===== config.mk =====
export PLATFORM = sky130hd
export DESIGN_NAME = bgfb_poly
export DESIGN_NICKNAME = d
export VERILOG_FILES = /design/src/design/bgfb_pkg.sv /design/src/design/bgfb_poly.sv
export SDC_FILE = /design/constraint.sdc
export NUM_CORES = 2
export LEC_CHECK = 0
export BUFFER_PORTS_ARGS = -buffer_cell sky130_fd_sc_hd__clkbuf_2
export CAP_MARGIN = 0
export CORE_ASPECT_RATIO = 1.2
export CORE_MARGIN = 10
export CORE_UTILIZATION = 60
export CTS_BUF_LIST = sky130_fd_sc_hd__clkbuf_4 sky130_fd_sc_hd__clkbuf_8
export CTS_CLUSTER_DIAMETER = 40
export DETAILED_ROUTE_END_ITERATION = 10
export PLACE_DENSITY = 0.8
export SYNTH_ARGS = -nofsm -noshare
export SYNTH_HDL_FRONTEND = slang
export SYNTH_SLANG_ARGS = --single-unit

===== constraint.sdc =====
create_clock -name clk -period 17.44 [get_ports clk]
set_input_delay 5.232 -clock clk [delete_from_list [all_inputs] [get_ports clk]]
set_output_delay 5.232 -clock clk [all_outputs]
set_load 0.005 [all_outputs]

===== src/design/bgfb_pkg.sv =====
// ----------------------------------------------------------------------------
// bgfb_pkg
// Types, constants, lookup table and fixed-point helpers for the GELU unit.
// ----------------------------------------------------------------------------
`timescale 1ns / 1ps

package bgfb_pkg;

  localparam int DataWidth   = 16;
  localparam int FracBits    = 10;
  localparam int TanhDepth   = 256;
  localparam int TanhAbits   = $clog2(TanhDepth);
  localparam int TanhFbits   = FracBits + 2 - TanhAbits;
  localparam int PipeLatency = 12;

  localparam logic signed [31:0] KSqrt = 32'sd856722024;
  localparam logic signed [31:0] KCube = 32'sd48012366;
  localparam logic [31:0]        Q30One = 32'd1 << 30;
  localparam logic signed [31:0] OneQ  = 32'sd1 <<< FracBits;

  // Register map
  localparam logic [2:0] RegBiasEnable = 3'd0;

  typedef struct packed {
    logic                        mode;
    logic signed [DataWidth-1:0] activation_in;
    logic signed [DataWidth-1:0] bias_value;
    logic signed [DataWidth-1:0] grad_in;
  } bgfb_req_t;

  typedef struct packed {
    logic signed [DataWidth-1:0] result_value;
    logic                        saturated;
  } bgfb_res_t;

  // Side-band context that travels with each request down the pipe
  typedef struct packed {
    logic               vld;
    logic               mode;
    logic               sat;
    logic signed [15:0] x;
    logic signed [15:0] g;
    logic signed [14:0] xc;
    logic signed [14:0] kxs;
    logic signed [12:0] x2m;
  } bgfb_ctx_t;

  typedef logic [31:0] tanh_lut_t [TanhDepth];

  // Product a*b / 2^k, rounded to nearest, ties away from zero.
  function automatic logic signed [63:0] rmul(input logic signed [31:0] a,
                                              input logic signed [31:0] b,
                                              input int unsigned k);
    logic        neg;
    logic [31:0] ua;
    logic [31:0] ub;
    logic [63:0] p;
    neg = a[31] ^ b[31];
    ua  = a[31] ? 32'(-a) : 32'(a);
    ub  = b[31] ? 32'(-b) : 32'(b);
    p   = ({32'd0, ua} * {32'd0, ub} + (64'd1 << (k - 1))) >> k;
    rmul = neg ? -$signed(p) : $signed(p);
  endfunction

  // Clamp to the data range; bit 16 flags a clamp.
  function automatic logic [16:0] clamp16(input logic signed [31:0] v);
    logic [16:0] r;
    if (v > 32'sd32767) begin
      r = {1'b1, 16'h7fff};
    end else if (v < -32'sd32768) begin
      r = {1'b1, 16'h8000};
    end else begin
      r = {1'b0, v[15:0]};
    end
    clamp16 = r;
  endfunction

  // tanh(4i/depth) in Q30, integer series plus repeated squaring
  function automatic logic [31:0] tanh_entry(input int unsigned i);
    logic [63:0] one;
    logic [63:0] y;
    logic [63:0] t1;
    logic [63:0] t2;
    logic [63:0] t3;
    logic [63:0] t4;
    logic [63:0] e;
    logic [63:0] num;
    logic [63:0] den;
    logic [63:0] rem;
    logic [63:0] quo;
    one = 64'd1 << 30;
    y   = ((64'(i) * 64'd8) << 30) >> (TanhAbits + 8);
    t1  = (one * y) >> 30;
    t2  = ((t1 * y) >> 30) >> 1;
    t3  = ((t2 * y) >> 30) / 3;
    t4  = ((t3 * y) >> 30) >> 2;
    e   = one - t1 + t2 - t3 + t4;
    for (int k = 0; k < 8; k++) begin
      e = (e * e + (64'd1 << 29)) >> 30;
    end
    // restoring long division of (one-e)<<30 by (one+e)
    num = (one - e) << 30;
    den = one + e;
    rem = 64'd0;
    quo = 64'd0;
    for (int b = 63; b >= 0; b--) begin
      rem = {rem[62:0], num[b]};
      quo = quo << 1;
      if (rem >= den) begin
        rem = rem - den;
        quo = quo | 64'd1;
      end
    end
    tanh_entry = quo[31:0];
  endfunction

  function automatic tanh_lut_t build_lut();
    tanh_lut_t t;
    for (int i = 0; i < TanhDepth; i++) begin
      t[i] = tanh_entry(i);
    end
    build_lut = t;
  endfunction

  localparam tanh_lut_t TanhLut = build_lut();

endpackage


===== src/design/bgfb_poly.sv =====
// ----------------------------------------------------------------------------
// bgfb_poly
// Bias add and the cubic argument u = s*(x + c*x^3), five register stages.
// ----------------------------------------------------------------------------
`timescale 1ns / 1ps

module bgfb_poly (
  input  logic                clk,
  input  logic                rst_n,
  input  logic                req_vld,
  input  bgfb_pkg::bgfb_req_t req,
  input  logic                bias_en,
  output bgfb_pkg::bgfb_ctx_t ctx,
  output logic signed [15:0]  u
);
  import bgfb_pkg::*;

  bgfb_ctx_t c0_r, c0_nxt, c1_r, c1_nxt, c2_r, c2_nxt, c3_r, c3_nxt, c4_r, c4_nxt;
  logic [16:0]        sq_r, sq_nxt;
  logic signed [15:0] m1_r, m1_nxt;
  logic signed [15:0] u_r, u_nxt;
  logic signed [16:0] bsum;
  logic [16:0]        bclamp;
  logic signed [14:0] xc;
  logic signed [16:0] xsum;

  // Add bias and clamp to range
  always_comb begin
    bsum = 17'(req.activation_in) + (bias_en ? 17'(req.bias_value) : 17'sd0);
    bclamp = clamp16(32'(bsum));
    c0_nxt = '0;
    c0_nxt.vld  = req_vld;
    c0_nxt.mode = req.mode;
    c0_nxt.sat  = bclamp[16];
    c0_nxt.x    = $signed(bclamp[15:0]);
    c0_nxt.g    = req.grad_in;
  end

  // Limit x for the polynomial, square it, scale by s
  always_comb begin
    if (c0_r.x > 16'sd8192) begin
      xc = 15'sd8192;
    end else if (c0_r.x < -16'sd8192) begin
      xc = -15'sd8192;
    end else begin
      xc = 15'(c0_r.x);
    end
    c1_nxt     = c0_r;
    c1_nxt.xc  = xc;
    c1_nxt.kxs = 15'(rmul(32'(xc), KSqrt, 30));
    sq_nxt     = 17'(rmul(32'(xc), 32'(xc), FracBits));
  end

  // x^2 times c
  always_comb begin
    c2_nxt     = c1_r;
    c2_nxt.x2m = 13'(rmul(32'($signed({1'b0, sq_r})), KCube, 30));
  end

  // x times c*x^2
  always_comb begin
    c3_nxt = c2_r;
    m1_nxt = 16'(rmul(32'(c2_r.xc), 32'(c2_r.x2m), FracBits));
  end

  // Scale the sum by s
  always_comb begin
    c4_nxt = c3_r;
    xsum   = 17'(c3_r.xc) + 17'(m1_r);
    u_nxt  = 16'(rmul(32'(xsum), KSqrt, 30));
  end

  // Advance the valid bits (reset) and the data (no reset)
  always_ff @(posedge clk) begin
    if (!rst_n) begin
      c0_r.vld <= 1'b0;
      c1_r.vld <= 1'b0;
      c2_r.vld <= 1'b0;
      c3_r.vld <= 1'b0;
      c4_r.vld <= 1'b0;
    end else begin
      c0_r.vld <= c0_nxt.vld;
      c1_r.vld <= c1_nxt.vld;
      c2_r.vld <= c2_nxt.vld;
      c3_r.vld <= c3_nxt.vld;
      c4_r.vld <= c4_nxt.vld;
    end
    c0_r[$bits(bgfb_ctx_t)-2:0] <= c0_nxt[$bits(bgfb_ctx_t)-2:0];
    c1_r[$bits(bgfb_ctx_t)-2:0] <= c1_nxt[$bits(bgfb_ctx_t)-2:0];
    c2_r[$bits(bgfb_ctx_t)-2:0] <= c2_nxt[$bits(bgfb_ctx_t)-2:0];
    c3_r[$bits(bgfb_ctx_t)-2:0] <= c3_nxt[$bits(bgfb_ctx_t)-2:0];
    c4_r[$bits(bgfb_ctx_t)-2:0] <= c4_nxt[$bits(bgfb_ctx_t)-2:0];
    sq_r <= sq_nxt;
    m1_r <= m1_nxt;
    u_r  <= u_nxt;
  end

  assign ctx = c4_r;
  assign u   = u_r;

endmodule


==> results.toml <==
[logic_synthesis]
synth.distinct_cells = 107
yosys-top-cells-area = "fa_1, ha_1, dfxtp_1, inv_1, xnor2_1"
yosys.area.top_type_share = 0.372
synth.largest_area_cell = "fa_1"
syn_avg_cell_area_um2 = 10.1
yosysWarnings = 0
synth_edf_count = 0
syn_inst = 5574
synth_ff_type = "dfxtp_1"
ys_seq_area_frac = 0.136
netlist_area_mm2 = 0.0563
ys_seq_elements = 383
synthArstFlopShare = 0

[min_path]
holdPathStages = 0
worstHoldEndpoint = "c3_r[47]"
hold_class = "flip-flop to flip-flop"
hold_path.startpoint = "c2_r[47]"

[placed_design]
place.gp.congestion = 0.955
portBuffers = 146
place.detailed.hpwl_mm = 109

[setup_path]
crit_slowest_cell = "o31a_1"
ff2ff_path_depth = 37
crit_top_cell = "fa_1"
reg2reg_from = "c3_r[28]"
crit_required_ps = 17980
start_kind = "flip-flop"
critical_path_arrival_ps = 12020
reg2reg_slack_ps = 5960
r2r_end = "u[15]"
crit_type = "flip-flop to flip-flop"
slowest_delay_ps = 860
end_kind = "flip-flop"
critPathMaxFanout = 24

[layout]
regArea_mm2 = 0.00767
area_growth_syn_to_layout_pct = 9.89
drive_gt1_frac = 0.0600
num-fill-cells = 7176
multi_input_area_mm2 = 0.0444
nets = 8221

[status]
status = "finished, final reports clean"

[flow_run]
maxCapViolations = 0

[route]
wl_per_cell_um = 16.4
route.detailed.drc = 0
vias_per_cell = 5.13
first_pass_iters = 6
vias = 38588
ant_nets = 0
drtIter0Drc = 2007
totalWireLength_mm = 123

[cts]
postCtsResizedCells = 0
clk_pin_slew_ps = 60
cts-buffers-inserted = 68
clockBufferDepth = 3
holdBufCountCts = 0
insertion_delay_ps = 670
htree_levels = 3
cts_setup_buffers = 0
cts_tree = "built"
clock_sinks = 383
root_buffer = "clkbuf_8"

[die]
num_io_pins = 147
die_h_um = 356
std_cell_rows = 123
die-area_mm2 = 0.107
start_util = 0.603
die_x_um = 300
core-area_mm2 = 0.0934

[sta]
drv_slew = 0
worst_slew_pin_slew_ps = 1260
final_hold_viol_count = 0
rsz0062_at_grt = "false"
relSlewSlack = 0.152
fmax_mhz = 87.1
skew_ps = 57.7
setup_violations = 0
tns_ps = 0
fin_crit_sh = 0.659
period_minus_slack_ps = 11480

[global_routing]
grt_pass1_wl_mm = 206
antenna_found_initial = 3
grt_max_degree = 38
grt_usage = 0.240
first_global_vias = 42597
gr-total-overflow = 0
==> per-stage QoR <==
step | area (um^2) | hold slack (ps) | cells | setup slack, ps | utilization
2_1_floorplan | 58000 | 310 | 6014 | 6850 | -
3_3_place_gp | 60400 | 309 | 7392 | 6300 | 0.646
3_5_place_dp | 60400 | 312 | 7392 | 6110 | 0.646
4_1_cts | 61900 | 301 | 7514 | 6060 | 0.663
5_1_grt | 61900 | 303 | 7515 | 5130 | 0.663
6_report | 61900 | 285 | 7516 | 5960 | 0.663
==> logic make-up (layout without fill, tap and decap cells) <==
logic type,Yosys count,in the layout,synth area share
xor gates and xnor gates,293,293,0.0460
and+or+nand+nor,859,859,0.0769
adders and majority gates,1956,1956,0.574
DFF,383,383,0.136
buffers and inverters,1584,1834,0.106
AOI/OAI and AO/OA,488,488,0.0592
muxes,9,9,0.00164
other,2,444,0.000133
==> Yosys cell counts (55+ instances only) <==
cell and n:
a21oi_1 123, and2_1 77, dfxtp_1 383, fa_1 1048
ha_1 908, inv_1 1522, nand2_1 282, nand3_1 64
nor2_1 153, nor3_1 55, o21ai_0 85, xnor2_1 219
xor2_1 72
==> final cells by class <==
type	count	share of cell area
tap	1250	0.0253
sequential	383	0.124
inverter	1524	0.0924
multi-input combinational	4047	0.717
antenna	2	0.0000809
clock inverter	34	0.00619
clock buffer	88	0.0184
timing repair buffer	188	0.0169
==> how the worst max path moves through the flow <==
stage	startpoint	to	slack [ps]	cells after the start
after floorplan	c3_r[28]	u[15]	6850	43
after global placement	c3_r[28]	u[15]	6300	40
after detailed placement	c3_r[28]	u[15]	6110	37
after CTS	c3_r[28]	u[15]	6060	40
after global routing	c3_r[28]	u[15]	5130	40
final	c3_r[28]	u[15]	5960	37
==> worst max-delay path: cells and delay by family, from the launching register on <==
| family | cells | cell delay (ps) |
|---|---|---|
| AO/OA/AOI/OAI | 11 | 2830 |
| XOR/XNOR | 3 | 910 |
| adder cells (fa/ha/maj) | 10 | 4470 |
| buffers and inverters | 6 | 590 |
| flip-flops | 1 | 320 |
| AND/OR/NAND/NOR | 7 | 2210 |
==> layer usage <==
metal,up-vias,track usage,routed length (um)
li1,18090,-,-
met1,19084,0.269,45100
met2,1062,0.443,64800
met3,350,0.0335,6520
met4,2,0.117,6760
met5,-,0.00366,54
==> flip-flops by register name, summed over array words and instances, names as in the netlist <==
register,flops
sq_r,17
c0_r,35
m1_r,16
c2_r,78
c1_r,65
u,16
ctx,78
c3_r,78
==> cell usage in the layout (no fill, tap or decap), types with 76 or more instances in the layout <==
cell type     n
and2_1       77
dfxtp_1     383
fa_1       1048
clkbuf_8     76
xnor2_1     217
inv_1      1522
clkbuf_2    146
nor2_1      153
o21ai_0      85
a21oi_1     122
ha_1        908
nand2_1     282
conb_1      442
Power is not shown: default switching activity piles up to over one toggle a cycle in this logic, so the estimate is an artifact.
