**src/design/bgfb_pkg.sv**
```systemverilog
// ----------------------------------------------------------------------------
// bgfb_pkg
// Types, constants, lookup table and fixed-point helpers for the GELU unit.
// ----------------------------------------------------------------------------
`timescale 1ns / 1ps

package bgfb_pkg;

  localparam int DataWidth   = 16;
  localparam int FracBits    = 10;
  localparam int TanhDepth   = 256;
  localparam int TanhAbits   = $clog2(TanhDepth);
  localparam int TanhFbits   = FracBits + 2 - TanhAbits;
  localparam int PipeLatency = 12;

  localparam logic signed [31:0] KSqrt = 32'sd856722024;
  localparam logic signed [31:0] KCube = 32'sd48012366;
  localparam logic [31:0]        Q30One = 32'd1 << 30;
  localparam logic signed [31:0] OneQ  = 32'sd1 <<< FracBits;

  // Register map
  localparam logic [2:0] RegBiasEnable = 3'd0;

  typedef struct packed {
    logic                        mode;
    logic signed [DataWidth-1:0] activation_in;
    logic signed [DataWidth-1:0] bias_value;
    logic signed [DataWidth-1:0] grad_in;
  } bgfb_req_t;

  typedef struct packed {
    logic signed [DataWidth-1:0] result_value;
    logic                        saturated;
  } bgfb_res_t;

  // Side-band context that travels with each request down the pipe
  typedef struct packed {
    logic               vld;
    logic               mode;
    logic               sat;
    logic signed [15:0] x;
    logic signed [15:0] g;
    logic signed [14:0] xc;
    logic signed [14:0] kxs;
    logic signed [12:0] x2m;
  } bgfb_ctx_t;

  typedef logic [31:0] tanh_lut_t [TanhDepth];

  // Product a*b / 2^k, rounded to nearest, ties away from zero.
  function automatic logic signed [63:0] rmul(input logic signed [31:0] a,
                                              input logic signed [31:0] b,
                                              input int unsigned k);
    logic        neg;
    logic [31:0] ua;
    logic [31:0] ub;
    logic [63:0] p;
    neg = a[31] ^ b[31];
    ua  = a[31] ? 32'(-a) : 32'(a);
    ub  = b[31] ? 32'(-b) : 32'(b);
    p   = ({32'd0, ua} * {32'd0, ub} + (64'd1 << (k - 1))) >> k;
    rmul = neg ? -$signed(p) : $signed(p);
  endfunction

  // Clamp to the data range; bit 16 flags a clamp.
  function automatic logic [16:0] clamp16(input logic signed [31:0] v);
    logic [16:0] r;
    if (v > 32'sd32767) begin
      r = {1'b1, 16'h7fff};
    end else if (v < -32'sd32768) begin
      r = {1'b1, 16'h8000};
    end else begin
      r = {1'b0, v[15:0]};
    end
    clamp16 = r;
  endfunction

  // tanh(4i/depth) in Q30, integer series plus repeated squaring
  function automatic logic [31:0] tanh_entry(input int unsigned i);
    logic [63:0] one;
    logic [63:0] y;
    logic [63:0] t1;
    logic [63:0] t2;
    logic [63:0] t3;
    logic [63:0] t4;
    logic [63:0] e;
    logic [63:0] num;
    logic [63:0] den;
    logic [63:0] rem;
    logic [63:0] quo;
    one = 64'd1 << 30;
    y   = ((64'(i) * 64'd8) << 30) >> (TanhAbits + 8);
    t1  = (one * y) >> 30;
    t2  = ((t1 * y) >> 30) >> 1;
    t3  = ((t2 * y) >> 30) / 3;
    t4  = ((t3 * y) >> 30) >> 2;
    e   = one - t1 + t2 - t3 + t4;
    for (int k = 0; k < 8; k++) begin
      e = (e * e + (64'd1 << 29)) >> 30;
    end
    // restoring long division of (one-e)<<30 by (one+e)
    num = (one - e) << 30;
    den = one + e;
    rem = 64'd0;
    quo = 64'd0;
    for (int b = 63; b >= 0; b--) begin
      rem = {rem[62:0], num[b]};
      quo = quo << 1;
      if (rem >= den) begin
        rem = rem - den;
        quo = quo | 64'd1;
      end
    end
    tanh_entry = quo[31:0];
  endfunction

  function automatic tanh_lut_t build_lut();
    tanh_lut_t t;
    for (int i = 0; i < TanhDepth; i++) begin
      t[i] = tanh_entry(i);
    end
    build_lut = t;
  endfunction

  localparam tanh_lut_t TanhLut = build_lut();

endpackage

```
**src/design/bgfb_out.sv**
```systemverilog
// ----------------------------------------------------------------------------
// bgfb_out
// Forward product and backward derivative chain, five register stages,
// ending in the result register.
// ----------------------------------------------------------------------------
`timescale 1ns / 1ps

module bgfb_out (
  input  logic                clk,
  input  logic                rst_n,
  input  bgfb_pkg::bgfb_ctx_t ctx_in,
  input  logic signed [11:0]  t,
  output logic                res_vld,
  output bgfb_pkg::bgfb_res_t res
);
  import bgfb_pkg::*;

  bgfb_ctx_t c7_r, c8_r, c9_r, c10_r;
  logic signed [16:0] fr7_r, fr8_r, fr9_r, fr10_r, fr7_nxt;
  logic signed [11:0] t7_r, t8_r, t9_r;
  logic [11:0]        tt_r, tt_nxt;
  logic signed [14:0] q_r, q_nxt;
  logic signed [17:0] q3_r, q3_nxt;
  logic signed [19:0] sum_r, sum_nxt;
  logic signed [14:0] q9_r;
  logic               vo_r;
  bgfb_res_t          res_r, res_nxt;
  logic signed [11:0] omt2;
  logic signed [31:0] x2m3;
  logic signed [23:0] rb;
  logic [16:0]        cl;

  // Forward product and t squared
  always_comb begin
    fr7_nxt = 17'(rmul(32'(ctx_in.x), OneQ + 32'(t), FracBits + 1));
    tt_nxt  = 12'(rmul(32'(t), 32'(t), FracBits));
  end

  // q = s*x*(1 - t^2)
  always_comb begin
    omt2  = 12'(OneQ) - $signed(tt_r);
    q_nxt = 15'(rmul(32'(c7_r.kxs), 32'(omt2), FracBits));
  end

  // q3 = q * 3*c*x^2
  always_comb begin
    x2m3   = (32'(c8_r.x2m) <<< 1) + 32'(c8_r.x2m);
    q3_nxt = 18'(rmul(32'(q_r), x2m3, FracBits));
  end

  // Sum the derivative terms
  always_comb begin
    sum_nxt = 20'(OneQ) + 20'(t9_r) + 20'(q9_r) + 20'(q3_r);
  end

  // Select the mode, scale the backward sum by the gradient, clamp
  always_comb begin
    rb = 24'(rmul(32'(c10_r.g), 32'(sum_r), FracBits + 1));
    cl = c10_r.mode ? clamp16(32'(rb)) : clamp16(32'(fr10_r));
    res_nxt.result_value = $signed(cl[15:0]);
    res_nxt.saturated    = cl[16] | c10_r.sat;
  end

  // Advance the valid bits (reset) and the data (no reset)
  always_ff @(posedge clk) begin
    if (!rst_n) begin
      c7_r.vld  <= 1'b0;
      c8_r.vld  <= 1'b0;
      c9_r.vld  <= 1'b0;
      c10_r.vld <= 1'b0;
      vo_r      <= 1'b0;
    end else begin
      c7_r.vld  <= ctx_in.vld;
      c8_r.vld  <= c7_r.vld;
      c9_r.vld  <= c8_r.vld;
      c10_r.vld <= c9_r.vld;
      vo_r      <= c10_r.vld;
    end
    c7_r[$bits(bgfb_ctx_t)-2:0]  <= ctx_in[$bits(bgfb_ctx_t)-2:0];
    c8_r[$bits(bgfb_ctx_t)-2:0]  <= c7_r[$bits(bgfb_ctx_t)-2:0];
    c9_r[$bits(bgfb_ctx_t)-2:0]  <= c8_r[$bits(bgfb_ctx_t)-2:0];
    c10_r[$bits(bgfb_ctx_t)-2:0] <= c9_r[$bits(bgfb_ctx_t)-2:0];
    fr7_r  <= fr7_nxt;
    fr8_r  <= fr7_r;
    fr9_r  <= fr8_r;
    fr10_r <= fr9_r;
    t7_r   <= t;
    t8_r   <= t7_r;
    t9_r   <= t8_r;
    tt_r   <= tt_nxt;
    q_r    <= q_nxt;
    q9_r   <= q_r;
    q3_r   <= q3_nxt;
    sum_r  <= sum_nxt;
    res_r  <= res_nxt;
  end

  assign res_vld = vo_r;
  assign res     = res_r;

endmodule

```
**config.mk**
```make
export PLATFORM = sky130hd
export DESIGN_NAME = bgfb_out
export DESIGN_NICKNAME = d
export VERILOG_FILES = /design/src/design/bgfb_pkg.sv /design/src/design/bgfb_out.sv
export SDC_FILE = /design/constraint.sdc
export NUM_CORES = 2
export LEC_CHECK = 0
export BUFFER_PORTS_ARGS = -buffer_cell sky130_fd_sc_hd__buf_2
export CORE_MARGIN = 8
export CORE_UTILIZATION = 70
export DETAILED_ROUTE_END_ITERATION = 12
export GPL_ROUTABILITY_DRIVEN = 0
export PLACE_DENSITY = 0.87
export SETUP_SLACK_MARGIN = 0.2
export SKIP_CTS_REPAIR_TIMING = 1
export SYNTH_ARGS = -nofsm -noshare
export SYNTH_HDL_FRONTEND = slang
export SYNTH_SLANG_ARGS = --single-unit
export TNS_END_PERCENT = 100
```
**constraint.sdc**
```tcl
create_clock -name clk -period 16.6 [get_ports clk]
set_clock_uncertainty 0.15 [all_clocks]
set_input_delay 1.66 -clock clk [delete_from_list [all_inputs] [get_ports clk]]
set_output_delay 1.66 -clock clk [all_outputs]
set_load 0.1 [all_outputs]
```
==> summary.md <==
| Metric | Value |
|---|---|
| Commonest non-fill, non-tap cell in the layout | inv_1 |
| Syn Inst Count | 6967 |
| Most frequent cells in the layout | 1770 x inv_1, 1506 x fa_1, 747 x conb_1 |
| DRT iter0 DRCs | 3566 |
| Worst hold slack | 138.3 ps |
| Fmax | 0.08404 GHz |
| Antenna-violating nets left | 0 |
| Most used cell, CP | fa_1 |
| Post-synth EDFFs | 0 |
| WS Path Type | register to register |
| Avg WL per Cell | 16.99 um |
| Number of global-route vias before repair | 55760 |
| GRT Total Usage | 30.00% |
| Row count | 113 |
| # IOs | 110 |
| FF-to-FF Start | c10_r[43] |
| H-tree Lvls | 1 |
| Max incr delay on CP | 790 ps |
| Register area share after synthesis | 9.563% |
| Worst hold path depth | 0 |
| Slew Viols, Final | 0 |
| Chip height | 324.4 um |
| CTS tree | built |
| Synth Area per Inst | 9.555 sq um |
| Placed cell count | 8987 |
| GRT Residual Overflow | 0 |
| Dpl cell area | 71530 sq um |
| Area of the mapped netlist | 66570 sq um |
| Fillers | 5853 |
| Clock latency at the later pin of the worst-skew pair | 640 ps |
| Post-route minimum period | 11900 ps |
| Final #Nets | 10000 |
| Synth Warn # | 0 |
| Drt total wl | 153800 um |
| Arrival @ worst endpoint | 12220 ps |
| Die area | 105200 sq um |
| Slew margin rel. | 20.45% |
| Ys async rst share | 0% |
| CTS root buf | clkbuf_16 |
| Crit Path Max Fanout | 13 |
| Worst R2R Path Depth | 34 |
| Hold-critical path endpoint | t9_r[4] |
| Initial antenna violation count | 11 |
| Hold Crit Start | t8_r[4] |
| Failing checks | DRC |
| Worst Tran Pin Value | 1193 ps |
| Core Region | 94590 sq um |
| Synth-to-Final Area Change | 9.065% |
| CP startpoint kind | register |
| Endpoint type of the worst setup path | register |
| Initial core utilization | 70.38% |
| Period utilization | 71.69% |
| Clock Path Buffers | 3 |
| CP max stage cell | nor2_1 |
| WP buf/inv | 6 |
| Reg2reg setup slack | 4700 ps |
| Finish-stage setup viols | 0 |
| PortBufs | 94 |
| Post-synth top flop | dfxtp_1 |
| Vias/cell | 5.388 |
| Drt pass-1 iters | 12 |
| Storage element area | 6366 sq um |
| Inserted Clock Buffers | 30 |
| Clk slew on worst S/H paths | 70 ps |
| Register bit count reported by yosys | 318 |
| Total negative setup slack | 0 ps |
| Vias | 48760 |
| Design area | 72600 sq um |
| Final hold vios | 0 |
| RSZ-0062 raised after global routing | false |
| Worst path top cell family by delay | adder cells |
| Layout cells sized above 1 | 3.896% |
| Largest net degree at the start of global routing | 33 |
| Dpl hpwl | 130300 um |
| Synth cell types | 98 |
| Drt drc | 2 |
| Clock sink count | 318 |
| Worst hold path class | register to register |
| Die width | 324.4 um |
| Multi-input gate area | 55810 sq um |
| Worst R2R End | res[1] |
| First-pass GRT wire length | 259700 um |
| Post-route insts no fill | 9050 |
| Outcome | complete, but fails checks |
| Max Cap Viol | 0 |
| CP required | 16920 ps |
## cells by family (layout without fill, tap and decap cells)
group | count (synthesis) | count (layout) | synth area share (%)
compound gates | 464 | 464 | 4.780
xor+xnor | 452 | 452 | 5.968
fa+ha+maj | 2166 | 2166 | 57.65
buf+inv | 1945 | 2011 | 10.99
flops | 318 | 318 | 9.563
mux | 12 | 12 | 0.2067
other cells | 2 | 754 | 0.01128
simple gates | 1608 | 1608 | 10.83
## layout make-up
class | count | area share (%)
Antenna cell | 7 | 0.02413
Clock buffer | 33 | 1.063
Clock inverter | 23 | 0.3912
Inverter | 1777 | 9.187
Multi-Input combinational cell | 5449 | 76.87
Sequential cell | 318 | 8.768
Tap cell | 1265 | 2.180
Timing Repair Buffer | 178 | 1.517
## metrics by stage
step | setup slack, ps | utilization [%]
6_report | 4700 | 76.76
5_1_grt | 4242 | 76.75
4_1_cts | 4938 | 76.74
3_5_place_dp | 4965 | 75.62
3_3_place_gp | 5215 | 75.62
2_1_floorplan | 6035 | -
## sequential cells by signal, indices dropped and copies added (netlist names), 15 cells and up
name	flops
c10_r	19
fr9_r	17
res	17
fr8_r	17
c9_r	19
c8_r	32
sum_r	19
q3_r	18
fr7_r	17
q9_r	15
q_r	15
c7_r	47
fr10_r	17
## worst max-delay path by stage
stage | to | startpoint | cells after the start
final | res[1] | c10_r[43] | 34
after global routing | res[1] | c10_r[43] | 34
after CTS | res[1] | c10_r[43] | 34
after detailed placement | res[1] | c10_r[43] | 34
after global placement | res[1] | c10_r[43] | 34
after floorplan | fr7_r[13] | ctx_in[59] | 32
## per-layer routing
metal,part of all wire (%),global-route usage [%],vias up
li1,-,-,21580
met1,34,33.67,24190
met2,52,54.45,2248
met3,7.7,4.860,735
met4,6.3,16.06,8
met5,0.029,0,-
## cells in the mapped netlist (7+ instances only)
master | instances | area share [%]
a31oi_1 | 16 | 0.15
clkbuf_1 | 155 | 0.87
xor2_1 | 122 | 1.6
or3_1 | 32 | 0.30
o21ai_0 | 96 | 0.72
nor3_1 | 52 | 0.39
o211ai_1 | 9 | 0.10
nor4_1 | 15 | 0.14
a21oi_1 | 104 | 0.78
nand4_1 | 15 | 0.14
nor3b_1 | 7 | 0.079
inv_1 | 1770 | 10
dfxtp_1 | 318 | 9.6
nor2b_1 | 34 | 0.32
o41ai_1 | 13 | 0.17
o31ai_1 | 22 | 0.25
o21ai_1 | 11 | 0.083
or2_2 | 19 | 0.18
mux2i_1 | 9 | 0.14
maj3_1 | 12 | 0.18
nand2b_1 | 56 | 0.53
o21bai_1 | 19 | 0.21
nor2_1 | 440 | 2.5
and2_1 | 114 | 1.1
or4_1 | 22 | 0.25
a211oi_2 | 7 | 0.13
nand3_1 | 40 | 0.30
a21o_1 | 37 | 0.42
ha_1 | 648 | 12
xnor2_1 | 329 | 4.3
fa_1 | 1506 | 45
and3_1 | 17 | 0.16
nand2_1 | 710 | 4.0
o21a_1 | 17 | 0.19
a2111oi_0 | 7 | 0.092
a211oi_1 | 14 | 0.16
buf_2 | 7 | 0.053
Power is not shown: default switching activity piles up to over one toggle a cycle in this logic, so the estimate is an artifact.
